### src/rtl/core/spi_ethernet_rx_deframer_unit_defines.svh
// assertion macros shared by the deframer modules
`ifndef SPI_ETHERNET_RX_DEFRAMER_UNIT_DEFINES_SVH
`define SPI_ETHERNET_RX_DEFRAMER_UNIT_DEFINES_SVH

`ifndef NO_ASSERTIONS
// same-cycle implication, sampled on clk, off during reset
`define SED_ASSERT_IMPL(lbl, ante, cons, msg) \
	lbl: assert property (@(posedge clk) disable iff (!arst_n) (ante) |-> (cons)) \
		else $error(msg);
// next-cycle implication, sampled on clk, off during reset
`define SED_ASSERT_NEXT(lbl, ante, cons, msg) \
	lbl: assert property (@(posedge clk) disable iff (!arst_n) (ante) |=> (cons)) \
		else $error(msg);
`else
`define SED_ASSERT_IMPL(lbl, ante, cons, msg)
`define SED_ASSERT_NEXT(lbl, ante, cons, msg)
`endif

`endif

### src/rtl/core/sed_pkg.sv
package sed_pkg;

	// item kinds on the input side
	localparam logic [1:0] MODE_START = 2'd0;
	localparam logic [1:0] MODE_BYTE  = 2'd1;
	localparam logic [1:0] MODE_POP   = 2'd2;

	localparam int STAT_W  = 4;
	localparam int CNT_W   = 16;
	localparam int BYTE_W  = 8;
	localparam int COPY_W  = 12;
	localparam int FLEN_W  = 11;
	localparam int POP_W   = COPY_W;

	// result codes
	localparam logic [STAT_W-1:0] ST_NONE       = 4'd0;
	localparam logic [STAT_W-1:0] ST_ACCEPTED   = 4'd1;
	localparam logic [STAT_W-1:0] ST_REJECTED   = 4'd2;
	localparam logic [STAT_W-1:0] ST_TAKEN      = 4'd3;
	localparam logic [STAT_W-1:0] ST_STORED     = 4'd4;
	localparam logic [STAT_W-1:0] ST_STORED_DROP = 4'd5;
	localparam logic [STAT_W-1:0] ST_LEN_ERR    = 4'd6;
	localparam logic [STAT_W-1:0] ST_START_ERR  = 4'd7;
	localparam logic [STAT_W-1:0] ST_END_ERR    = 4'd8;
	localparam logic [STAT_W-1:0] ST_BYTE       = 4'd9;
	localparam logic [STAT_W-1:0] ST_EMPTY      = 4'd10;
	localparam logic [STAT_W-1:0] ST_DISCARD    = 4'd11;

	// burst error codes, first one wins
	localparam logic [1:0] ERR_OK    = 2'd0;
	localparam logic [1:0] ERR_LEN   = 2'd1;
	localparam logic [1:0] ERR_START = 2'd2;
	localparam logic [1:0] ERR_END   = 2'd3;

	localparam int ECHO_BYTES = 2;
	localparam int HDR_BYTES  = 12;
	localparam int END_BYTES  = 2;
	localparam int MIN_COUNT  = HDR_BYTES + END_BYTES;

	localparam logic [BYTE_W-1:0] START_MARK = 8'hAA;
	localparam logic [BYTE_W-1:0] END_MARK   = 8'h55;

	localparam int FIFO_DEPTH = 3;
	localparam int FIFO_PTR_W = 2;

	typedef struct packed {
		logic              wr_en;
		logic              commit;
		logic [STAT_W-1:0] status;
	} parse_ctl_t;

	typedef struct packed {
		logic [STAT_W-1:0] status;
		logic [BYTE_W-1:0] out_byte;
		logic              out_valid;
		logic              out_last;
		logic [FLEN_W-1:0] frame_length;
	} result_t;

endpackage

### src/rtl/core/sed_fifo.sv
`include "spi_ethernet_rx_deframer_unit_defines.svh"

module sed_fifo (
	input  logic                             clk,
	input  logic                             arst_n,
	input  logic                             push,
	input  sed_pkg::result_t                 push_data,
	output logic                             out_valid,
	input  logic                             out_ready,
	output sed_pkg::result_t                 out_data,
	output logic [sed_pkg::FIFO_PTR_W-1:0]   count
);

	sed_pkg::result_t                 entry_q [sed_pkg::FIFO_DEPTH];
	logic [sed_pkg::FIFO_PTR_W-1:0]   wr_ptr_q;
	logic [sed_pkg::FIFO_PTR_W-1:0]   rd_ptr_q;
	logic [sed_pkg::FIFO_PTR_W-1:0]   count_q;
	logic                             pop;

	function automatic logic [sed_pkg::FIFO_PTR_W-1:0] ptr_inc(
		input logic [sed_pkg::FIFO_PTR_W-1:0] p);
		return (p == sed_pkg::FIFO_PTR_W'(sed_pkg::FIFO_DEPTH - 1)) ? '0 : p + 1'b1;
	endfunction

	assign out_valid = (count_q != '0);
	assign pop       = out_valid && out_ready;
	assign out_data  = entry_q[rd_ptr_q];
	assign count     = count_q;

	always_ff @(posedge clk) begin
		if (push) begin
			entry_q[wr_ptr_q] <= push_data;
		end
	end

	always_ff @(posedge clk or negedge arst_n) begin
		if (!arst_n) begin
			wr_ptr_q <= '0;
			rd_ptr_q <= '0;
			count_q  <= '0;
		end else begin
			if (push) begin
				wr_ptr_q <= ptr_inc(wr_ptr_q);
			end
			if (pop) begin
				rd_ptr_q <= ptr_inc(rd_ptr_q);
			end
			if (push && !pop) begin
				count_q <= count_q + 1'b1;
			end else if (pop && !push) begin
				count_q <= count_q - 1'b1;
			end
		end
	end

	`SED_ASSERT_IMPL(a_no_overflow, push, (count_q != sed_pkg::FIFO_PTR_W'(sed_pkg::FIFO_DEPTH)) || pop, "result fifo overflow")
	`SED_ASSERT_NEXT(a_grow, push && !pop, count_q == ($past(count_q) + 2'd1), "fifo count did not grow on push")

endmodule
### config.mk
export PLATFORM = sky130hd
export DESIGN_NAME = sed_fifo
export DESIGN_NICKNAME = d
export VERILOG_FILES = /design/src/rtl/core/sed_pkg.sv /design/src/rtl/core/sed_fifo.sv
export VERILOG_INCLUDE_DIRS = /design/src /design/src/rtl/core
export SDC_FILE = /design/constraint.sdc
export NUM_CORES = 1
export LEC_CHECK = 0
export BUFFER_PORTS_ARGS = -buffer_cell sky130_fd_sc_hd__buf_2
export CAP_MARGIN = 20
export CELL_PAD_IN_SITES_DETAIL_PLACEMENT = 0
export CELL_PAD_IN_SITES_GLOBAL_PLACEMENT = 2
export CORE_UTILIZATION = 39
export CTS_CLUSTER_DIAMETER = 50
export CTS_CLUSTER_SIZE = 8
export DETAILED_ROUTE_END_ITERATION = 8
export HOLD_SLACK_MARGIN = 0.12
export PLACE_DENSITY_LB_ADDON = 0.1
export SLEW_MARGIN = 20
export SYNTH_ARGS = -nofsm -noshare
export SYNTH_HDL_FRONTEND = slang
export SYNTH_SLANG_ARGS = --single-unit
### constraint.sdc
create_clock -name clk -period 3.7 [get_ports clk]
set_clock_uncertainty 0.05 [all_clocks]
set_input_delay 0.37 -clock clk [delete_from_list [all_inputs] [get_ports clk]]
set_output_delay 0.37 -clock clk [all_outputs]
set_load 0.02 [all_outputs]
==> summary.md <==
| Metric | Value |
|---|---|
| Rel. slew slack | between 40% and 50% |
| Num CTS Buffers | 9 |
| Overflow after GRT | 0 |
| Kind of critical path | reg -> out |
| Yosys warns | 0 |
| TritonCTS clock tree | done |
| Worst-path fanout max | 28 |
| Status | finished, final reports clean |
| I/O pin count | 57 |
| Commonest non-fill, non-tap cell in the layout | edfxtp_1 |
| Initial Util | 40.0% |
| Fin crit share | between 60% and 70% |
| Pre-CTS setup slack | between 1.5 and 2 ns |
| Nets@finish | around 280 |
| Detailed Routing Iterations Pass 1 | 3 |
| Setup Total Neg Slack | 0 ns |
| Nature of the critical path endpoint | output pin |
| Leakage | approximately 1.4 nW |
| Slew Viols, Final | 0 |
| Met3 Use GR | 4.04% |
| Final ANT Viol Nets | 0 |
| Initial drt markers | between 80 and 90 |
| Post-Syn Nets | 214 |
| # DRC | 0 |
| Worst skew pair latency | 0.33 ns |
| Min setup slack post-route | about 1.3 ns |
| Synth cell types | 21 |
| Row count | 32 |
| Die area | between 8000 and 9000 um^2 |
| Die H | between 90 and 100 um |
| Max_cap viols | 0 |
| Via/cell ratio | approximately 4.6 |
| Pwr/cell area | around 780 nW/um^2 |
| Post_cts resized | 0 |
| N_diodes | 0 |
| WHS | 0.181 ns |
| RSZ-0062 raised after global routing | false |
| Root Buffer | clkbuf_8 |
| Placed Area | between 3000 and 4000 um^2 |
| Die Wd | about 91 um |
| Register clock-pin slew on the reported worst setup and hold paths | roughly 0.08 ns |
| Type of origin of the critical path | flop |
| Met2 Usage GRT | 22.0% |
| Initial antenna violation count | 0 |
| CP required | between 3 and 4 ns |
| Worst hold-check path type | in -> reg |
| Most frequent cells in the layout | edfxtp_1 (75), buf_2 (56), nand2_1 (27) |
| Design area | between 3000 and 4000 um^2 |
| Gr usage total | 13.7% |
| Drt total wl | 5070 um |
| Worst Tran Pin Value | 0.879 ns |
| Vias in the first global route | 1693 |
| Global-route wire length before repair | ~8400 um |
| Core footprint | between 7000 and 8000 um^2 |
| Fin crit period | between 2 and 2.5 ns |
| VDD IR max | 282 uV |
| Post-synthesis sequential area ratio | between 70% and 80% |
| Clock sink count | between 80 and 90 |
| Pin count of the biggest net entering global routing | 54 |
| Max Clk Rate | 424 MHz |
| Netlist Area Pre-Place | ~3000 um^2 |
| Global routing's busiest layer | met2 |
| Hold-fix buffers, CTS | 1 |
| Final setup fails | 0 |
| Post-CTS setup buffer count | 0 |
| Power Total | around 2.8 mW |
| Routability Congestion | between 0.6 and 0.7 |
| Area Growth Syn to Fin | 18.5% |
| Htree depth | 3 |
| Fin. Hold Viols | 0 |
| Fin cells | roughly 350 |
| Placed Instances | ~340 |
| Met1 Use GR | roughly 17% |
| Routed len/inst | between 10 and 15 um |
| Critical path arrival | approximately 1.9 ns |
| CTS Buffer Depth | 2 |
| Synth Register Bits | 81 |
| Detail Placement HPWL | about 3100 um |
| DR vias | 1636 |
| PortBufs | between 50 and 60 |
| Mean Syn Cell Area | about 17 um^2 |
| Fin util | 47.5% |
| Proportion of layout cells with a drive suffix above 1 | about a third |
| Post-Synthesis Cells | ~180 |
| Fillers | between 700 and 800 |
[registers in the layout (all words and copies together), names as in the netlist]
| signal | count |
|---|---|
| count | 2 |
| entry_q | 75 |
| wr_ptr_q | 2 |
| rd_ptr_q | 2 |
[area by class of cell]
| cell class | count | area (um^2) | area share [%] |
|---|---|---|---|
| flip-flops and latches | 81 | 2400 | 65.9 |
| multi-input cells | 93 | 606 | 16.6 |
| inverters | 1 | 3.75 | 0.103 |
| clock inverters | 6 | 58.8 | 1.61 |
| well taps | 102 | 128 | 3.50 |
| repair buffers | 61 | 320 | 8.78 |
| clock buffers | 10 | 128 | 3.50 |
[path summary, 6_finish.rpt]
check	from	cells after the start	end	slack, ns
setup / recovery	rd_ptr_q[0]	3	out_data[2]	1.34
hold / removal	push_data[13]	1	entry_q[2][13]	0.18
setup reg to reg	wr_ptr_q[1]	2	entry_q[0][8]	1.80
hold reg to reg	count[1]	1	count[1]	0.48
max in group asynchronous	arst_n	2	rd_ptr_q[1]	3.10
min in group asynchronous	arst_n	2	count[0]	0.34
[cell families (layout without fill, tap and decap cells)]
| group | after synthesis | after routing | share of synthesized area, % |
|---|---|---|---|
| xor gates and xnor gates | 3 | 3 | 0.854 |
| buffers and inverters | 10 | 78 | 2.68 |
| DFF | 81 | 81 | 78.0 |
| AOI/OAI and AO/OA | 30 | 30 | 5.37 |
| muxes | 25 | 25 | 8.13 |
| and+or+nand+nor | 34 | 34 | 4.51 |
| adders and majority gates | 1 | 1 | 0.406 |
[Yosys cell counts, drive strengths merged]
master   n  area [um^2]
edfxtp  75         2250
nand2   27          101
o21ai   27          143
mux2i   25          250
buf      7         71.3
dfrtp    6          150
a21o     3         22.5
clkbuf   2         7.51
nor2     2         7.51
nor3     2         10.0
xor2     2         17.5
ha       1         12.5
inv      1         3.75
nand2b   1         6.26
nor3b    1         7.51
or2      1         6.26
xnor2    1         8.76
[where the power goes]
group | leakage, nW | switching, mW | internal (mW) | total (mW)
Clock | 0.0897 | 0.295 | 0.307 | 0.603
Sequential | 0.763 | 0.208 | 1.18 | 1.39
Combinational | 0.509 | 0.517 | 0.340 | 0.857
Total | 1.36 | 1.02 | 1.83 | 2.85
[worst max-delay path: stages, from the launching register on]
cell     delay (ns)
dfrtp_2        0.93
mux2i_1        0.16
o21ai_0        0.27
buf_2          0.22
[routing by layer]
metal	vias up	share of wire, %
met5	-	0
met4	0	1.3
met3	6	4.5
met2	36	50
met1	782	45
li1	812	-
(Power assumes the default switching activity.)
