$ cat config.mk
export PLATFORM = sky130hd
export DESIGN_NAME = sed_parse
export DESIGN_NICKNAME = d
export VERILOG_FILES = /design/src/rtl/core/sed_pkg.sv /design/src/rtl/core/sed_parse.sv
export VERILOG_INCLUDE_DIRS = /design/src /design/src/rtl/core
export SDC_FILE = /design/constraint.sdc
export NUM_CORES = 1
export LEC_CHECK = 0
export ABC_CLOCK_PERIOD_IN_PS = 9100
export BUFFER_PORTS_ARGS = -buffer_cell sky130_fd_sc_hd__buf_2
export CAP_MARGIN = 10
export CORE_MARGIN = 1.5
export CORE_UTILIZATION = 60
export CTS_BUF_LIST = sky130_fd_sc_hd__clkbuf_8
export DETAILED_ROUTE_END_ITERATION = 7
export PLACE_DENSITY = 0.91
export RECOVER_POWER = 50
export SLEW_MARGIN = 20
export SYNTH_ARGS = -nofsm -noshare
export SYNTH_HDL_FRONTEND = slang
export SYNTH_SLANG_ARGS = --single-unit
$ cat constraint.sdc
create_clock -name clk -period 9.1 [get_ports clk]
set_clock_uncertainty 0.05 [all_clocks]
set_input_delay 0.91 -clock clk [delete_from_list [all_inputs] [get_ports clk]]
set_output_delay 0.91 -clock clk [all_outputs]
set_load 0.005 [all_outputs]
$ cat src/rtl/core/spi_ethernet_rx_deframer_unit_defines.svh
// assertion macros shared by the deframer modules
`ifndef SPI_ETHERNET_RX_DEFRAMER_UNIT_DEFINES_SVH
`define SPI_ETHERNET_RX_DEFRAMER_UNIT_DEFINES_SVH

`ifndef NO_ASSERTIONS
// same-cycle implication, sampled on clk, off during reset
`define SED_ASSERT_IMPL(lbl, ante, cons, msg) \
	lbl: assert property (@(posedge clk) disable iff (!arst_n) (ante) |-> (cons)) \
		else $error(msg);
// next-cycle implication, sampled on clk, off during reset
`define SED_ASSERT_NEXT(lbl, ante, cons, msg) \
	lbl: assert property (@(posedge clk) disable iff (!arst_n) (ante) |=> (cons)) \
		else $error(msg);
`else
`define SED_ASSERT_IMPL(lbl, ante, cons, msg)
`define SED_ASSERT_NEXT(lbl, ante, cons, msg)
`endif

`endif

$ cat src/rtl/core/sed_pkg.sv
package sed_pkg;

	// item kinds on the input side
	localparam logic [1:0] MODE_START = 2'd0;
	localparam logic [1:0] MODE_BYTE  = 2'd1;
	localparam logic [1:0] MODE_POP   = 2'd2;

	localparam int STAT_W  = 4;
	localparam int CNT_W   = 16;
	localparam int BYTE_W  = 8;
	localparam int COPY_W  = 12;
	localparam int FLEN_W  = 11;
	localparam int POP_W   = COPY_W;

	// result codes
	localparam logic [STAT_W-1:0] ST_NONE       = 4'd0;
	localparam logic [STAT_W-1:0] ST_ACCEPTED   = 4'd1;
	localparam logic [STAT_W-1:0] ST_REJECTED   = 4'd2;
	localparam logic [STAT_W-1:0] ST_TAKEN      = 4'd3;
	localparam logic [STAT_W-1:0] ST_STORED     = 4'd4;
	localparam logic [STAT_W-1:0] ST_STORED_DROP = 4'd5;
	localparam logic [STAT_W-1:0] ST_LEN_ERR    = 4'd6;
	localparam logic [STAT_W-1:0] ST_START_ERR  = 4'd7;
	localparam logic [STAT_W-1:0] ST_END_ERR    = 4'd8;
	localparam logic [STAT_W-1:0] ST_BYTE       = 4'd9;
	localparam logic [STAT_W-1:0] ST_EMPTY      = 4'd10;
	localparam logic [STAT_W-1:0] ST_DISCARD    = 4'd11;

	// burst error codes, first one wins
	localparam logic [1:0] ERR_OK    = 2'd0;
	localparam logic [1:0] ERR_LEN   = 2'd1;
	localparam logic [1:0] ERR_START = 2'd2;
	localparam logic [1:0] ERR_END   = 2'd3;

	localparam int ECHO_BYTES = 2;
	localparam int HDR_BYTES  = 12;
	localparam int END_BYTES  = 2;
	localparam int MIN_COUNT  = HDR_BYTES + END_BYTES;

	localparam logic [BYTE_W-1:0] START_MARK = 8'hAA;
	localparam logic [BYTE_W-1:0] END_MARK   = 8'h55;

	localparam int FIFO_DEPTH = 3;
	localparam int FIFO_PTR_W = 2;

	typedef struct packed {
		logic              wr_en;
		logic              commit;
		logic [STAT_W-1:0] status;
	} parse_ctl_t;

	typedef struct packed {
		logic [STAT_W-1:0] status;
		logic [BYTE_W-1:0] out_byte;
		logic              out_valid;
		logic              out_last;
		logic [FLEN_W-1:0] frame_length;
	} result_t;

endpackage

$ cat src/rtl/core/sed_parse.sv
`include "spi_ethernet_rx_deframer_unit_defines.svh"

module sed_parse #(
	parameter int BUF_BYTES = 2048,
	localparam int OFF_W = $clog2(BUF_BYTES),
	localparam int LEN_W = $clog2(BUF_BYTES + 1)
) (
	input  logic                        clk,
	input  logic                        arst_n,
	input  logic                        accept,
	input  logic [1:0]                  mode,
	input  logic [sed_pkg::CNT_W-1:0]   avail_count,
	input  logic [sed_pkg::BYTE_W-1:0]  data_byte,
	output sed_pkg::parse_ctl_t         ctl,
	output logic [OFF_W-1:0]            wr_off,
	output logic [sed_pkg::BYTE_W-1:0]  wr_data,
	output logic [LEN_W-1:0]            commit_len
);

	localparam int POS_W = $clog2(BUF_BYTES + 2);

	logic                      active_q;
	logic [sed_pkg::CNT_W-1:0] count_q;
	logic [POS_W-1:0]          pos_q;
	logic [sed_pkg::CNT_W-1:0] payload_q;
	logic [1:0]                err_q;

	logic [POS_W-1:0]          k;
	logic [POS_W-1:0]          j;
	logic                      final_b;
	logic                      in_range;
	logic [sed_pkg::CNT_W-1:0] pay_d;
	logic [1:0]                err_d;
	logic                      wr_hit;
	logic [sed_pkg::BYTE_W-1:0] expect_b;

	assign k = pos_q - POS_W'(sed_pkg::ECHO_BYTES);
	assign j = pos_q - POS_W'(sed_pkg::ECHO_BYTES + sed_pkg::HDR_BYTES);
	assign final_b = (17'(pos_q) + 17'd1) >= (17'(count_q) + 17'(sed_pkg::ECHO_BYTES));
	assign in_range = (avail_count >= 16'(sed_pkg::MIN_COUNT))
		&& (17'(avail_count) <= 17'(BUF_BYTES));

	// per-byte header, payload and trailer checks
	always_comb begin
		pay_d    = payload_q;
		err_d    = err_q;
		wr_hit   = 1'b0;
		expect_b = '0;
		if (pos_q >= POS_W'(sed_pkg::ECHO_BYTES)) begin
			if (k < POS_W'(4)) begin
				if (k == POS_W'(0)) begin
					expect_b = count_q[7:0];
				end else if (k == POS_W'(1)) begin
					expect_b = count_q[15:8];
				end
				if (data_byte != expect_b && err_q == sed_pkg::ERR_OK) begin
					err_d = sed_pkg::ERR_LEN;
				end
			end else if (k < POS_W'(8)) begin
				if (data_byte != sed_pkg::START_MARK && err_q == sed_pkg::ERR_OK) begin
					err_d = sed_pkg::ERR_START;
				end
			end else if (k == POS_W'(8)) begin
				pay_d = {8'h00, data_byte};
			end else if (k == POS_W'(9)) begin
				pay_d = {data_byte, payload_q[7:0]};
				// frame must fit inside the burst
				if ((17'(pay_d) + 17'(sed_pkg::MIN_COUNT)) > 17'(count_q)
						&& err_q == sed_pkg::ERR_OK) begin
					err_d = sed_pkg::ERR_END;
				end
			end else if (k >= POS_W'(sed_pkg::HDR_BYTES) && err_q == sed_pkg::ERR_OK) begin
				if (17'(j) < 17'(payload_q)) begin
					wr_hit = 1'b1;
				end else if (17'(j) < (17'(payload_q) + 17'(sed_pkg::END_BYTES))) begin
					if (data_byte != sed_pkg::END_MARK) begin
						err_d = sed_pkg::ERR_END;
					end
				end
			end
		end
	end

	always_comb begin
		ctl.wr_en  = 1'b0;
		ctl.commit = 1'b0;
		ctl.status = sed_pkg::ST_NONE;
		if (accept) begin
			case (mode)
				sed_pkg::MODE_START: begin
					ctl.status = in_range ? sed_pkg::ST_ACCEPTED : sed_pkg::ST_REJECTED;
				end
				sed_pkg::MODE_BYTE: begin
					if (active_q) begin
						ctl.wr_en = wr_hit;
						if (!final_b) begin
							ctl.status = sed_pkg::ST_TAKEN;
						end else begin
							case (err_d)
								sed_pkg::ERR_LEN:   ctl.status = sed_pkg::ST_LEN_ERR;
								sed_pkg::ERR_START: ctl.status = sed_pkg::ST_START_ERR;
								sed_pkg::ERR_END:   ctl.status = sed_pkg::ST_END_ERR;
								default:            ctl.commit = 1'b1;
							endcase
						end
					end
				end
				default: begin
					ctl.status = sed_pkg::ST_NONE;
				end
			endcase
		end
	end

	assign wr_off     = OFF_W'(j);
	assign wr_data    = data_byte;
	assign commit_len = LEN_W'(payload_q);

	always_ff @(posedge clk or negedge arst_n) begin
		if (!arst_n) begin
			active_q  <= 1'b0;
			count_q   <= '0;
			pos_q     <= '0;
			payload_q <= '0;
			err_q     <= sed_pkg::ERR_OK;
		end else if (accept) begin
			if (mode == sed_pkg::MODE_START) begin
				active_q <= in_range;
				if (in_range) begin
					count_q   <= avail_count;
					pos_q     <= '0;
					payload_q <= '0;
					err_q     <= sed_pkg::ERR_OK;
				end
			end else if (mode == sed_pkg::MODE_BYTE && active_q) begin
				pos_q     <= pos_q + 1'b1;
				payload_q <= pay_d;
				err_q     <= err_d;
				if (final_b) begin
					active_q <= 1'b0;
				end
			end
		end
	end

	`SED_ASSERT_IMPL(a_pos_in_burst, active_q, 17'(pos_q) <= (17'(count_q) + 17'd1), "burst position ran past the count")

endmodule

==> results of run 1 <==
routing by layer:
metal / vias to the layer above / GRT usage (%)
li1: 2124 / -
met4: 0 / 10.1
met1: 2103 / 38.6
met3: 34 / 4.21
met5: - / 0
met2: 226 / 49.0
metrics by stage:
step	worst slack, ns	util, %	hold slack, ns	power, mW	cells
global route	3.11	65.8	0.466	0.505	722
CTS	3.57	65.9	0.446	0.485	722
detailed placement	3.94	64.4	0.424	0.318	714
global placement	4.17	64.4	0.418	0.313	714
floorplan	4.46	-	0.404	0.288	600
finish	3.48	65.8	0.451	0.487	722
cells in the mapped netlist (all sizes together), types with 3 or more instances:
library cell	instances	area, µm²
mux2	12	135
and3	10	62.6
nor2b	4	25.0
buf	36	244
xor2	17	149
a21oi	27	146
a211oi	4	30.0
nor2	31	116
nand2	66	248
a21o	5	37.5
and3b	4	35.0
nor3	14	80.1
ha	57	713
xnor2	42	387
nand2b	8	50.1
or2	3	18.8
and2	8	50.1
nor4	9	56.3
nand3	26	143
a22o	11	96.3
a31oi	3	18.8
nand4	12	81.3
o22ai	6	37.5
clkbuf	17	93.8
dfrtp	47	1180
o21ai	46	234
inv	40	150
o211ai	5	37.5
layout make-up:
| type | instances | area (µm²) | share of cell area, % |
|---|---|---|---|
| clock buffers | 6 | 82.6 | 1.60 |
| clock inverters | 2 | 38.8 | 0.752 |
| inverters | 40 | 150 | 2.91 |
| multi-input cells | 460 | 3270 | 63.4 |
| flip-flops and latches | 47 | 1180 | 22.8 |
| well taps | 102 | 128 | 2.47 |
| repair buffers | 65 | 313 | 6.06 |
kinds of logic (layout without fill, tap and decap cells):
logic type | after synthesis | count (layout)
DFF | 47 | 47
adders and majority gates | 59 | 59
muxes | 13 | 13
AOI/OAI and AO/OA | 123 | 123
buffers and inverters | 93 | 113
xor gates and xnor gates | 59 | 59
and+or+nand+nor | 206 | 206
where the power goes:
part           internal (mW)  switching (mW)  total, mW
Clock                 0.0906          0.0804      0.171
Sequential             0.215          0.0110      0.226
Combinational         0.0373          0.0529     0.0902
placed cells by master (no fill, tap or decap), types with 9 or more instances in the layout:
master     n
a21oi_1   24
a22o_1    11
and3_1    10
buf_2     55
clkbuf_1  10
dfrtp_1   47
ha_1      57
inv_1     39
mux2_2     9
nand2_1   66
nand3_1   25
nand4_1   11
nor2_1    31
nor3_1    12
nor4_1     9
o21ai_0   26
o21ai_1   19
xnor2_1   41
xor2_1    17
registers in the layout, summed over array words and instances (netlist names):
register   flops
count_q       16
err_q          2
payload_q     16
active_q       1
pos_q         12
worst max-delay path by stage:
stage / slack [ns] / start / to
2_1_floorplan: 4.46 / pos_q[1]$_DFFE_PN0P_ / ctl[0]
3_3_place_gp: 4.17 / pos_q[1]$_DFFE_PN0P_ / ctl[1]
3_5_place_dp: 3.94 / pos_q[1]$_DFFE_PN0P_ / ctl[1]
4_1_cts: 3.57 / pos_q[1]$_DFFE_PN0P_ / ctl[1]
5_1_grt: 3.11 / pos_q[1]$_DFFE_PN0P_ / ctl[0]
6_report: 3.48 / pos_q[1]$_DFFE_PN0P_ / ctl[1]
==> results.md, run 1 <==
- Status: finished, violations left
- Failing checks: capacitance limit, slew limit
- CP Data Arrival Time: between 4 and 5 ns
- Ys flop type: dfrtp_1
- Fin crit period: between 5 and 6 ns
- All-Layer GR Usage: 29.3%
- Fin. max-slew vios: 48
- Area grow syn2layout: 4.54%
- Crit. path cell count: 18
- Rel. slew slack: -74.0%
- Crit-path cells: ha_1 > a21oi_1 > nor3b_1 > nand2b_1 > nor4_1 > xor2_1 > ha_1 > nand2_1 > o21ai_0 > or4_1 > a21oi_1 > nor4b_1 > nand4_1 > o211ai_1 > a21o_1 > nor4b_1 > a211oi_1 > buf_2
- Hold Path End: count_q[13]$_DFFE_PN0P_
- Port Buffers: 65
- Die Wd: 93.7 µm
- Synth Register Bits: 47
- Worst Max-Slew Pin Slew: ~2.6 ns
- Simple-Gate Fraction of Synth Area: 21.4%
- Worst hold path startpoint: count_q[13]$_DFFE_PN0P_
- Async SR Flop Fraction: 100%
- Total setup buffers inserted after CTS: 0
- Cts-stage hold buffer count: 0
- RSZ-0062 raised after global routing: no
- First-pass GRT wire length: 20500 µm
- R2r setup slk: 4.92 ns
- Max incr delay on CP: 0.54 ns
- DRT met1 WL: roughly 5400 µm
- Worst path required time: between 8 and 9 ns
- CP Max Fanout: 11
- Post-detail-place hpwl: between 9000 and 10000 µm
- Post-Synth XOR/XNOR Area: 10.8%
- Inserted Clock Buffers: 5
- Final hold violation count: 0
- Type of the worst setup path: flip-flop to output port
- Seq/Total Area, Yosys: a little under a quarter
- WL met2: 6120 µm
- Routed vias/inst: 6.21
- Initial antenna violation count: 0
- Crit-path leading delay family: simple AND/OR/NAND/NOR gates
- Pleak: 2.26 nW
- Worst-path clk slew: 0.10 ns
- Initial Util: a little over three fifths
- Synth Area in Adders: 14.9%
- Fmax: 0.178 GHz
- Post-route design area: 5160 µm²
- Mapped Nets: 686
- Syn avg cell area: 8.23 µm²
- Avg WL per Cell: approximately 18 µm
- Initial drt markers: 402
- DR vias: 4487
- Highest metal used: met4
- Buf/Inv on CP: 1
- Die Footprint: roughly 8800 µm²
- Chip height: ~94 µm
- Worst setup EP type: output port
- Compound-Gate Fraction of Synth Area: 16.2%
- R2R cell count: 16
- Clk_lat worst skew: 0.31 ns
- Critical Path Source Type: flip-flop
- Clk sink count: 47
- CTS tree: yes
- IO Pins: 66
- Share of cells above drive strength 1: 14.2%
- Peak supply drop: 0.0625 mV
- Crit share post-route: 61.7%
- Post-synthesis mux area share: 2.94%
- Final Wtd Congestion: 0.907
- Final #Nets: between 700 and 800
- Unique masters post-synth: 67
- Power Dens Cells: about 94 nW/µm²
- # rows: 32
- Max Buffers Root-to-Sink: 2
- GR Overflow Total: 0
- Pin count of the biggest net entering global routing: between 40 and 50
- Final setup violating endpoints: 0
- Antenna cells: 0
- Placed Area: 5050 µm²
- Post-synth EDFFs: 0
- Crit Reg-Reg Startpoint: pos_q[1]$_DFFE_PN0P_
- Sum of negative setup slack: 0 ns
- Post-Syn Instances: 600
- Slowest stage cell, crit path: dfrtp_1
- # DRC: 0
- Max-Cap Viols: 1
- Reg2reg end: err_q[1]$_DFFE_PN0P_
- Synth Cell Area: 4940 µm²
- Main combinational cell family by area after synthesis: simple AND/OR/NAND/NOR gates
- Min-Delay Path Depth: 1
- Fillers: between 600 and 700
- First-pass iteration count of the detailed router: 5
- H-tree depth: 2
- Total length of routed wires: 12700 µm
- Resize count post-CTS: 0
- Worst hold path class: flip-flop to flip-flop
- Routed Antenna Nets: 0
- Root Driver: clkbuf_8
- Core box area: roughly 7800 µm²
- DR WL met3: 858 µm
- Synthesis warning total: 0
- Vias in the first global route: 4316
No activity file was read; power rests on OpenSTA's default activity.
==> inputs of run 2 (changes only) <==
--- a/config.mk
+++ b/config.mk
@@ -6,14 +6,14 @@
 export SDC_FILE = /design/constraint.sdc
 export NUM_CORES = 1
 export LEC_CHECK = 0
-export ABC_CLOCK_PERIOD_IN_PS = 9100
+export ABC_CLOCK_PERIOD_IN_PS = 4500
 export BUFFER_PORTS_ARGS = -buffer_cell sky130_fd_sc_hd__buf_2
 export CAP_MARGIN = 10
 export CORE_MARGIN = 1.5
-export CORE_UTILIZATION = 60
+export CORE_UTILIZATION = 55
 export CTS_BUF_LIST = sky130_fd_sc_hd__clkbuf_8
 export DETAILED_ROUTE_END_ITERATION = 7
-export PLACE_DENSITY = 0.91
+export PLACE_DENSITY = 0.88
 export RECOVER_POWER = 50
 export SLEW_MARGIN = 20
 export SYNTH_ARGS = -nofsm -noshare
==> constraint.sdc (replaced) <==
create_clock -name clk -period 4.5 [get_ports clk]
set_clock_uncertainty 0.05 [all_clocks]
set_input_delay 0.45 -clock clk [delete_from_list [all_inputs] [get_ports clk]]
set_output_delay 0.45 -clock clk [all_outputs]
set_load 0.005 [all_outputs]
==> results.md, run 2 (synthesized netlist as in run 1, its figures left out) <==
- Cts-stage hold buffer count: 0
- GR Overflow Total: 0
- Clk_lat worst skew: just over 0.3 ns
- Setup slack after placement: 0.112 ns
- Clk sink count: 47
- Peak supply drop: 0.120 mV
- Highest metal used: met4
- Most common cell after layout, fill and taps aside: nand2_1
- Final core utilization: ~63%
- Fmax: 0.219 GHz
- Inserted Clock Buffers: 5
- Chip height: just under 100 µm
- Rel. slew slack: -73.0%
- Footprint of the multi-input gates: 3380 µm²
- Pin count of the biggest net entering global routing: 48
- Share of cells above drive strength 1: 20.3%
- Critical Path Source Type: flip-flop
- Status: finished, violations left
- Port Buffers: 65
- Avg WL per Cell: 17.8 µm
- Crit share post-route: 102%
- Core box area: between 8000 and 9000 µm²
- Worst Max-Slew Pin Slew: 2.59 ns
- Post-detail-place hpwl: 10200 µm
- Final Power: 0.978 mW
- Biggest regs: count_q (16), payload_q (16), pos_q (12)
- Fillers: 725
- PnR worst setup slack: -0.0677 ns
- Type of the worst setup path: flip-flop to output port
- All-Layer GR Usage: between 20 and 30%
- Max Buffers Root-to-Sink: 2
- Crit-path cells: ha_2 > a21oi_2 > nor3b_4 > nand2b_1 > nor4_2 > xor2_1 > ha_1 > a21oi_1 > o21ai_1 > or4_1 > a21oi_2 > nor4b_2 > nand4_1 > o211ai_1 > a21o_1 > buf_4 > nand2b_1 > a21oi_2 > buf_2
- Initial antenna violation count: 0
- CP Data Arrival Time: approximately 4.1 ns
- RSZ-0062 raised after global routing: yes
- Initial drt markers: 408
- DRT met1 WL: between 5000 and 6000 µm
- CP Max Fanout: 5
- Fin. max-slew vios: 48
- Worst-path clk slew: 0.09 ns
- CP dominant cell by count: a21oi_2
- Worst setup EP type: output port
- Vias in the first global route: 4468
- Routed Antenna Nets: 0
- H-tree depth: 2
- Worst path required time: 4.00 ns
- Final #Nets: 730
- Die Footprint: 9550 µm²
- Initial Util: 56.6%
- Power Dens Cells: 179 nW/µm²
- Root Driver: clkbuf_8
- Final setup violating endpoints: 5
- Pleak: 2.39 nW
- DR WL met3: about 810 µm
- First-pass iteration count of the detailed router: 6
- Die Wd: 97.7 µm
- Max-Cap Viols: 1
- Final Wtd Congestion: about 0.90
- Antenna cells: 0
- Crit-path leading delay family: simple AND/OR/NAND/NOR gates
- # rows: 34
- Fin crit period: 4.57 ns
- Max incr delay on CP: 0.42 ns
- Worst hold path class: input port to flip-flop
- IO Pins: 66
- Area grow syn2layout: 10.6%
- CTS tree: yes
- Final hold violation count: 0
- Routed vias/inst: 6.05
- Buf/Inv on CP: 2
- Most frequent cells in the layout: 65 x nand2_1, 55 x buf_2, 54 x ha_1
- WL met2: roughly 6600 µm
- DR vias: 4552
- Slowest stage cell, crit path: or4_1
- # DRC: 0
- Total length of routed wires: roughly 13000 µm
- Reg area: 1180 µm²
- First-pass GRT wire length: 21500 µm
- Failing checks: capacitance limit, slew limit, setup timing
-- run 2: per-stage QoR --
stage          TNS (ns)  instances  hold WS [ns]  cell area (µm²)
2_1_floorplan         0        600         0.104             4940
3_3_place_gp          0        734         0.418             5160
3_5_place_dp          0        734         0.437             5160
4_1_cts               0        746         0.317             5340
5_1_grt           -1.01        753         0.325             5460
6_report         -0.234        753         0.314             5460
-- run 2: final cells by class --
type / count / share of cell area [%]
clock buffer: 5 / 1.26
clock inverter: 3 / 0.848
inverter: 40 / 2.75
multi-input combinational: 460 / 61.9
sequential: 47 / 21.6
tap: 108 / 2.47
timing repair buffer: 90 / 9.17
-- run 2: per-layer routing --
metal / global-route usage, % / vias to the layer above
li1: - / 2173
met1: 34.5 / 2159
met2: 47.2 / 179
met3: 4.65 / 41
met4: 10.5 / 0
met5: 0 / -
-- run 2: what timing repair did --
action                     in CTS  in global routing
gates resized for setup         5                 21
setup endpoints to repair       5                  5
buffers inserted                4                  7
pin swaps                       1                  4
-- run 2: final timing paths --
path | startpoint | endpoint | slack, ns | cells after the start
max in group asynchronous | arst_n | payload_q[1]$_DFFE_PN0P_ | 1.86 | 1
min in group asynchronous | arst_n | payload_q[5]$_DFFE_PN0P_ | 0.88 | 1
hold / removal | avail_count[10] | count_q[10]$_DFFE_PN0P_ | 0.31 | 2
hold reg to reg | payload_q[14]$_DFFE_PN0P_ | payload_q[14]$_DFFE_PN0P_ | 0.46 | 2
setup reg to reg | pos_q[1]$_DFFE_PN0P_ | err_q[1]$_DFFE_PN0P_ | 0.78 | 17
setup / recovery | pos_q[1]$_DFFE_PN0P_ | ctl[2] | -0.07 | 19
-- run 2: power by group --
| part | switching (mW) | internal (mW) | total (mW) |
|---|---|---|---|
| clock network | 0.161 | 0.168 | 0.329 |
| logic | 0.115 | 0.0818 | 0.197 |
| registers | 0.0179 | 0.435 | 0.453 |
==> inputs of run 3 (changes only) <==
--- a/config.mk
+++ b/config.mk
@@ -6,15 +6,17 @@
 export SDC_FILE = /design/constraint.sdc
 export NUM_CORES = 1
 export LEC_CHECK = 0
+export ABC_AREA = 1
 export ABC_CLOCK_PERIOD_IN_PS = 4500
 export BUFFER_PORTS_ARGS = -buffer_cell sky130_fd_sc_hd__buf_2
 export CAP_MARGIN = 10
 export CORE_MARGIN = 1.5
-export CORE_UTILIZATION = 55
+export CORE_UTILIZATION = 56
 export CTS_BUF_LIST = sky130_fd_sc_hd__clkbuf_8
 export DETAILED_ROUTE_END_ITERATION = 7
 export PLACE_DENSITY = 0.88
 export RECOVER_POWER = 50
+export SKIP_CTS_REPAIR_TIMING = 1
 export SLEW_MARGIN = 20
 export SYNTH_ARGS = -nofsm -noshare
 export SYNTH_HDL_FRONTEND = slang
==> results.md, run 3 <==
- CP Launch Point: payload_q[1]$_DFFE_PN0P_
- Worst-path clk slew: 0.09 ns
- Cell taking the most area after synthesis: dfrtp_1
- Inserted Clock Buffers: 5
- Die Wd: 102 µm
- Max Buffers Root-to-Sink: 2
- Synth area leaders: dfrtp_1 21%, ha_1 13%, nand2_1 11%, inv_1 7.7%, nand3_1 7.6%
- Clk_lat worst skew: 0.31 ns
- Async SR Flop Fraction: 100%
- Fmax: 0.229 GHz
- CP Max Fanout: 6
- Synthesis warning total: 0
- Power Dens Cells: 512 nW/µm²
- Fin crit period: 4.37 ns
- Mapped Nets: 895
- Rel. slew slack: -72.5%
- Vias in the first global route: 5085
- Chip height: just over 100 µm
- Top-area cell type share of the netlist area: 21.5%
- Worst setup EP type: output port
- Antenna cells: 0
- Most common cell after layout, fill and taps aside: nand2_1
- Post-Syn Instances: between 800 and 900
- Crit Reg-Reg Startpoint: pos_q[0]$_DFFE_PN0P_
- Placed Area: approximately 5700 µm²
- Seq/Total Area, Yosys: a little over a fifth
- Status: finished, violations left
- Post-synth EDFFs: 0
- Final setup violating endpoints: 0
- Die Footprint: 10400 µm²
- Final hold violation count: 0
- Routed vias/inst: roughly 5.7
- GR Overflow Total: 0
- CP Data Arrival Time: 3.87 ns
- CTS tree: yes
- Unique masters post-synth: 47
- # rows: 35
- All-Layer GR Usage: 29.8%
- First-pass iteration count of the detailed router: 6
- Post-route design area: 5970 µm²
- Initial antenna violation count: 0
- Max-Cap Viols: 1
- # DRC: 0
- Peak supply drop: 0.209 mV
- Pin count of the biggest net entering global routing: 48
- First-pass GRT wire length: 24300 µm
- Setup slack after placement: 0.239 ns
- Worst path required time: 4.00 ns
- Critical Path Source Type: flip-flop
- Synth top cells by count: 167 x nand2_1, 113 x inv_1, 83 x nand3_1, 70 x nor2_1, 57 x ha_1
- Critical path destination: ctl[1]
- Pleak: 3.05 nW
- Port Buffers: 65
- Synth Cell Area: between 5000 and 6000 µm²
- Worst hold path class: input port to flip-flop
- Most frequent cell after synthesis: nand2_1
- PnR worst setup slack: 0.126 ns
- Clk sink count: 47
- Type of the worst setup path: flip-flop to output port
- Biggest regs: count_q (16), payload_q (16), pos_q (12)
- Fin. max-slew vios: 48
- Most frequent cells in the layout: 167 x nand2_1, 112 x inv_1, 82 x nand3_1
- H-tree depth: 2
- Final Wtd Congestion: 0.977
- Initial Util: 58.5%
- Worst Max-Slew Pin Slew: 2.59 ns
- Initial drt markers: 478
- DR vias: 5615
- Avg WL per Cell: around 15 µm
- IO Pins: 66
- Share of cells above drive strength 1: 15.8%
- Final #Nets: between 900 and 1000
- Post-detail-place hpwl: 12000 µm
- Failing checks: capacitance limit, slew limit
- WHS: between 0.3 and 0.4 ns
- Synth Register Bits: 47
- R2r setup slk: ~0.86 ns
- Area grow syn2layout: 8.93%
- Crit share post-route: about 100%
- Ys flop type: dfrtp_1
- Core box area: 9370 µm²
- Routed Antenna Nets: 0
- Reg2reg end: active_q$_DFFE_PN0P_
- Root Driver: clkbuf_8
- Syn avg cell area: 6.77 µm²
- R2R cell count: 17
- Total length of routed wires: 15100 µm
==> run 3: worst min-delay path by stage <==
stage	cells after the start	endpoint	slack [ns]	start
final	2	count_q[0]$_DFFE_PN0P_	0.34	avail_count[0]
after global routing	2	count_q[0]$_DFFE_PN0P_	0.34	avail_count[0]
after CTS	2	count_q[15]$_DFFE_PN0P_	0.22	arst_n
after detailed placement	2	count_q[15]$_DFFE_PN0P_	0.46	count_q[15]$_DFFE_PN0P_
after global placement	2	count_q[15]$_DFFE_PN0P_	0.44	count_q[15]$_DFFE_PN0P_
after floorplan	0	active_q$_DFFE_PN0P_	0.10	arst_n
==> run 3: critical path, cell delays in order, from the launching register on <==
cell and delay (ns):
dfrtp_1 0.45, inv_2 0.11, ha_2 0.22, a21oi_4 0.15, nand3_2 0.10, nor3_2 0.26
nand3_1 0.15, inv_1 0.09, nand4_1 0.10, xor2_1 0.17, ha_1 0.31, nand4_1 0.11
nor4_1 0.22, nand2_1 0.08, nand3_1 0.15, nand3_1 0.14, a21oi_4 0.23, inv_2 0.05
nand2_2 0.06, nand2_1 0.06, nand2_1 0.06, nand2_1 0.05, a21oi_2 0.12, buf_2 0.12
==> run 3: where the power goes <==
group / total [mW] / internal [mW] / switching, mW
registers: 0.692 / 0.517 / 0.175
logic: 2.08 / 0.770 / 1.31
clock network: 0.286 / 0.138 / 0.148
==> run 3: routing by layer <==
| metal | GRT usage, % | part of all wire [%] |
|---|---|---|
| met3 | 3.49 | 7.8 |
| met1 | 40.6 | 43 |
| met5 | 0 | 0 |
| met2 | 49.5 | 46 |
| met4 | 9.48 | 2.9 |
==> run 3: layout make-up <==
| type | count | area [µm²] |
|---|---|---|
| multi-input cells | 604 | 3660 |
| fillers | 906 | 3400 |
| flip-flops and latches | 47 | 1180 |
| inverters | 121 | 458 |
| repair buffers | 77 | 404 |
| well taps | 129 | 161 |
| clock buffers | 7 | 96.3 |
| clock inverters | 1 | 3.75 |
==> run 3: logic make-up (layout without fill, tap and decap cells) <==
family	after synthesis	in the layout	share of synthesized area, %
AOI/OAI and AO/OA	103	103	10.6
buffers and inverters	158	206	13.2
muxes	2	2	0.388
adders and majority gates	57	57	13.0
and+or+nand+nor	397	397	34.2
DFF	47	47	21.5
xor gates and xnor gates	45	45	7.19
==> run 3: stage by stage <==
step,power (mW),TNS [ns],instances,utilization [%]
2_1_floorplan,2.18,0,809,-
3_3_place_gp,2.60,0,972,61.3
3_5_place_dp,2.66,0,972,61.3
4_1_cts,2.96,-0.108,980,62.3
5_1_grt,3.36,-0.289,986,63.7
6_report,3.06,0,986,63.7
